**src/hw/rtl/aabbfc_pkg.sv**
```systemverilog
// Shared constants and types for the AABB frustum cull unit.
// No dependencies; every other file refers to it by scoped names.
`timescale 1ns / 1ps

package aabbfc_pkg;

  localparam int FIELD_W = 32;  // width of every value field on the input word
  localparam int FRAC_W  = 16;  // Q16.16 fraction bits
  localparam int PIDX_W  = 3;
  localparam int CIDX_W  = 2;
  localparam int COEFFS  = 4;
  localparam int AXES    = 3;

  localparam logic OP_LOAD = 1'b0;
  localparam logic OP_TEST = 1'b1;

  // slot of the constant term d; slots 0..2 are the x, y, z coefficients
  localparam logic [CIDX_W-1:0] COEFF_D = 2'd3;

  // load enables for the lane pipeline registers
  typedef struct packed {
    logic s1;
    logic s2;
    logic s3;
    logic s4;
  } stage_en_t;

endpackage

```
**src/hw/rtl/aabbfc_coef_tbl.sv**
```systemverilog
// Plane coefficient table: one row of four coefficients per plane, cleared at reset.
// Depends on aabbfc_pkg.
`timescale 1ns / 1ps

module aabbfc_coef_tbl #(
  parameter int PLANE_COUNT = 6,
  parameter int VALUE_WIDTH = 32
) (
  input  logic                                                     clk,
  input  logic                                                     rst_n,
  input  logic                                                     we,
  input  logic [aabbfc_pkg::PIDX_W-1:0]                            wr_plane,
  input  logic [aabbfc_pkg::CIDX_W-1:0]                            wr_slot,
  input  logic [VALUE_WIDTH-1:0]                                   wr_data,
  output logic [PLANE_COUNT-1:0][aabbfc_pkg::COEFFS-1:0][VALUE_WIDTH-1:0] coef_o
);

  for (genvar p = 0; p < PLANE_COUNT; p++) begin : g_row
    logic [aabbfc_pkg::COEFFS-1:0][VALUE_WIDTH-1:0] row_r;

    // writes to a plane beyond the table never match a row
    always_ff @(posedge clk) begin
      if (!rst_n) begin
        row_r <= '0;
      end else if (we && (int'(wr_plane) == p)) begin
        row_r[wr_slot] <= wr_data;
      end
    end

    assign coef_o[p] = row_r;
  end

endmodule

```
**config.mk**
```make
export PLATFORM = sky130hd
export DESIGN_NAME = aabbfc_coef_tbl
export DESIGN_NICKNAME = d
export VERILOG_FILES = /design/src/hw/rtl/aabbfc_pkg.sv /design/src/hw/rtl/aabbfc_coef_tbl.sv
export SDC_FILE = /design/constraint.sdc
export NUM_CORES = 2
export LEC_CHECK = 0
export BUFFER_PORTS_ARGS = -buffer_cell sky130_fd_sc_hd__buf_2
export CORE_AREA = 2 2 314 316
export CTS_CLUSTER_SIZE = 16
export DETAILED_ROUTE_END_ITERATION = 10
export DIE_AREA = 0 0 316 318
export PLACE_DENSITY = 0.58
export REMOVE_ABC_BUFFERS = 1
export SLEW_MARGIN = 20
export SYNTH_ARGS = -nofsm -noshare
export SYNTH_HDL_FRONTEND = slang
export SYNTH_SLANG_ARGS = --single-unit
export TNS_END_PERCENT = 20
```
**constraint.sdc**
```tcl
create_clock -name clk -period 1.64 [get_ports clk]
set_clock_uncertainty 0.2 [all_clocks]
set_input_delay 0.164 -clock clk [delete_from_list [all_inputs] [get_ports clk]]
set_output_delay 0.164 -clock clk [all_outputs]
set_load 0.01 [all_outputs]
```
* Word level (Yosys, flattened, before mapping)
Cells that the tools add are included.
Word-level totals: logic and storage cells 47, bits of input ports 40, output and inout bits 768, bits in registers 768
Cells by class: reduce and logical (&&, ||, !) cells 8, mux-type cells 8, order comparisons 2, eq/ne operators 5
Operator list (count):
- $bwmux W128 | 6
- $demux W32 S2 | 1
- $mux W32 | 1
- $eq A3 B3 Y1 const B | 4
- $logic_and A1 B1 Y1 | 7
- $eq A3 B2 Y1 const B | 1
- $logic_not A3 Y1 | 1
- $lt A2 B3 Y1 const B | 1
- $ge A2 B1 Y1 const B | 1

* Longest topological paths before layout
word-level depth 5, gate-level depth with buffers 6, depth with buffers taken out 3

* Worst setup path after synthesis
No wires, ideal clock.
path type input-to-reg, start input port wr_plane[1] in the netlist's numbering, end register g_row[5].row_r (netlist bit coef_o[645]), data arrival time 1.169 ns, setup time 0.132 ns, slack 0.138 ns, stages 5, data required time 1.308 ns, path buffers 2, cells stage by stage nand4b_1 > or3_1 > clkbuf_1 > buf_2 > mux2i_1
Between the ends: longest elaborated chain between the ends 2
Ends and longest elaborated chain:
- from (decl) | RTL line aabbfc_coef_tbl.sv:12 | input logic [aabbfc_pkg::PIDX_W-1:0] wr_plane,
- $eq A3 B3 Y1 | RTL line aabbfc_coef_tbl.sv:25 | end else if (we && (int'(wr_plane) == p)) begin
- $logic_and A1 B1 Y1 | RTL line aabbfc_coef_tbl.sv:25
- to (signal, indexed assignment) | RTL line aabbfc_coef_tbl.sv:26 | row_r[wr_slot] <= wr_data;
- to (decl) | RTL line aabbfc_coef_tbl.sv:19 | logic [aabbfc_pkg::COEFFS-1:0][VALUE_WIDTH-1:0] row_r;
No other way between the ends. A chain may end at the register's enable or synchronous reset.

* Worst setup path in the final report
start input port wr_plane[2] in the netlist's numbering, end register g_row[5].row_r (netlist bit coef_o[720])
Same word-level chain as after synthesis.

==> results by group <==
Synth
  – Sequential area share after synthesis: 56.4%
  – Warnings, synthesis: 0
  – Mux share of post-synthesis cell area: 28.2%
  – Synth Area in XOR/XNOR: 0%
  – Most area-hungry cell type in the Yosys netlist: dfxtp_1
  – Compound-cell area share of the yosys netlist: 0%
  – Largest family of logic cells by synthesized area: multiplexers
  – Mapped cell area: 27300 um2
  – Simple-Gate Fraction of Synth Area: 11.8%
  – Post-Synth Adder-Cell Area: 0%
  – Dominant cells by area after synthesis: dfxtp_1 56%, mux2i_1 28%, nand2_1 11%, clkbuf_1 2.1%, buf_2 1.4%
  – Synthesis-stage register bit count: 768
  – Yosys top cell area share: 56.4%
  – Post-Syn Instances: 2605
  – Yosys cell types: 15
  – Mean area per synthesized cell: 10.5 um2

Setup path
  – Endpoint class of the critical path: flop
  – Critical-path maximum fanout: 6
  – CP arrival: 2010 ps
  – CP Class: in -> reg
  – Critical Path RT: 2030 ps
  – Setup crit start kind: input port

Timing
  – Max-slew violations: 0
  – Worst hold slack: 48.6 ps
  – Final hold viol count: 0
  – Minimum clock period: 1620 ps
  – Total negative slack: 0 ps
  – Period utilization: 99.0%
  – Relative slew slack: 34.0%
  – Slew @ Worst Pin: 988 ps
  – Peak Freq: 616 MHz
  – Final setup fails: 0
  – RSZ-0062 raised after global routing: yes

Clock network
  – Clk sinks: 768
  – Root buffer cell: clkbuf_16
  – TritonCTS clock tree: yes
  – Htree depth: 3
  – Clock Pin Slew Worst Setup and Hold Paths: 60 ps
  – CTS Buf Count: 86
  – Clk buf depth: 3
  – Later-pin clock latency in the skew report: 650 ps

Finish
  – Area taken by multi-input logic gates: 11100 um2
  – Fin cells: 4821
  – Post-layout nets: 3503
  – # fillers: 9638
  – Max FFs per register: 768
  – Commonest non-fill, non-tap cell in the layout: buf_2
  – Commonest non-fill, non-tap cells in the layout: 804 x buf_2, 801 x nand2_1, 768 x mux2i_1
  – P&R area growth vs syn: 38.7%
  – Register area: 15400 um2
  – Final instance area: 37800 um2
  – Share of layout cells above drive strength 1: 32.2%

Route
  – DR pass1 iterations: 6
  – Vias after detailed routing: 21400
  – Initial DRC count: 1227
  – Drt wl/cell: 20.9 um
  – Drt drc: 0
  – Vias/cell: 4.45
  – Final ANT Viol Nets: 0
  – Routed Wire Length: 101000 um

Job
  – Max-cap violation count: 0

Pwr
  – Maximum VDD drop: 0.697 mV
  – Power Total: 40.9 mW
  – Leakage: 19.4 nW
  – Combinational power share: 4.6%
  – Cell Int Power: 31.5 mW
  – Psw: 9.40 mW
  – Switching Share: 23.0%
  – Power per standard cell area: 1080 nW/um2
  – Reg power frac: 46.1%
  – Clock Power Share: 49.2%

Floorplanning
  – IO Pins: 808
  – Core Rows: 115
  – Die height: 318 um
  – Die area: 100000 um2
  – Starting Density: 28.0%
  – Placeable Area: 97400 um2
  – Die width: 316 um

Hold path
  – Hold/Removal Path Class: in -> reg

Placed design
  – Placed Instances: 4612
  – GP Congestion: 0.791
  – Placed cell area: 34300 um2
  – Number of port buffers: 807
  – Dpl hpwl: 71000 um

GRT
  – Number of global-route vias before repair: 20800
  – GRT overflow: 0
  – First-pass GRT wire length: 143000 um
  – GRT Util Overall: 19.2%
  – Initial antenna violation count: 2
  – Pin count of the biggest net entering global routing: 60

Status
  – Status: completed
synthesized netlist by cell type, drive strengths merged:
cell type / number
and4bb: 3
nand2: 813
or3: 2
nor2b: 6
mux2i: 768
clkbuf: 152
dfxtp: 768
nor4b: 1
nand4b: 2
nand2b: 2
buf: 81
nor2: 7
per-stage QoR:
step	util (%)	setup WS [ps]
floorplan	-	-1580
global placement	35.2	-286
detailed placement	35.2	-327
CTS	38.7	6.72
global route	38.8	-3.94
finish	38.8	16.8
worst max-delay path, stage by stage:
cell and delay, ps:
dlygate4sd3_1 600, buf_4 170, nand4b_1 180, buf_4 200
nor2_4 220, buf_4 260, mux2i_1 210
area by class of cell:
type / count / area share, %
Sequential cell: 768 / 40.7
Multi-Input combinational cell: 1604 / 29.3
Timing Repair Buffer: 1003 / 17.9
Clock buffer: 123 / 6.72
Tap cell: 1287 / 4.26
Clock inverter: 34 / 1.13
Antenna cell: 2 / 0.0132
logic make-up (layout without fill, tap and decap cells):
kind of cell | Yosys count | after routing
other | 0 | 2
buffers and inverters | 233 | 1160
flip-flops | 768 | 768
AND/OR/NAND/NOR | 836 | 836
multiplexers | 768 | 768
path summary, 6_finish.rpt:
kind	from	end	slack, ps	depth (start not counted)
worst max register to register	coef_o[196]	coef_o[196]	760	2
worst max-delay path	wr_plane[2]	coef_o[720]	20	7
worst min-delay path	wr_slot[0]	coef_o[389]	50	5
worst min register to register	coef_o[738]	coef_o[738]	250	2
power by group through the flow:
stage | combinational [mW] | clock, mW | sequential (mW)
floorplan | 0.492 | 0 | 19.3
global placement | 1.81 | 0 | 19.3
detailed placement | 1.81 | 0 | 19.3
CTS | 1.89 | 20.5 | 18.9
global route | 2.01 | 21.3 | 18.9
finish | 1.89 | 20.1 | 18.9
what timing repair did:
item,in CTS,in global routing
pin swaps,0,1
hold endpoints to repair,768,0
hold buffers,40,0
endpoints found under the setup margin,4,36
gates resized for setup,4,5
cloned,0,2
setup buffers,0,8
layer usage:
layer / share of wire [%] / track usage (%)
met1: 42 / 23.2
met2: 48 / 32.2
met3: 6.9 / 5.16
met4: 3.3 / 7.42
met5: 0 / 0
(Power assumes the default switching activity.)
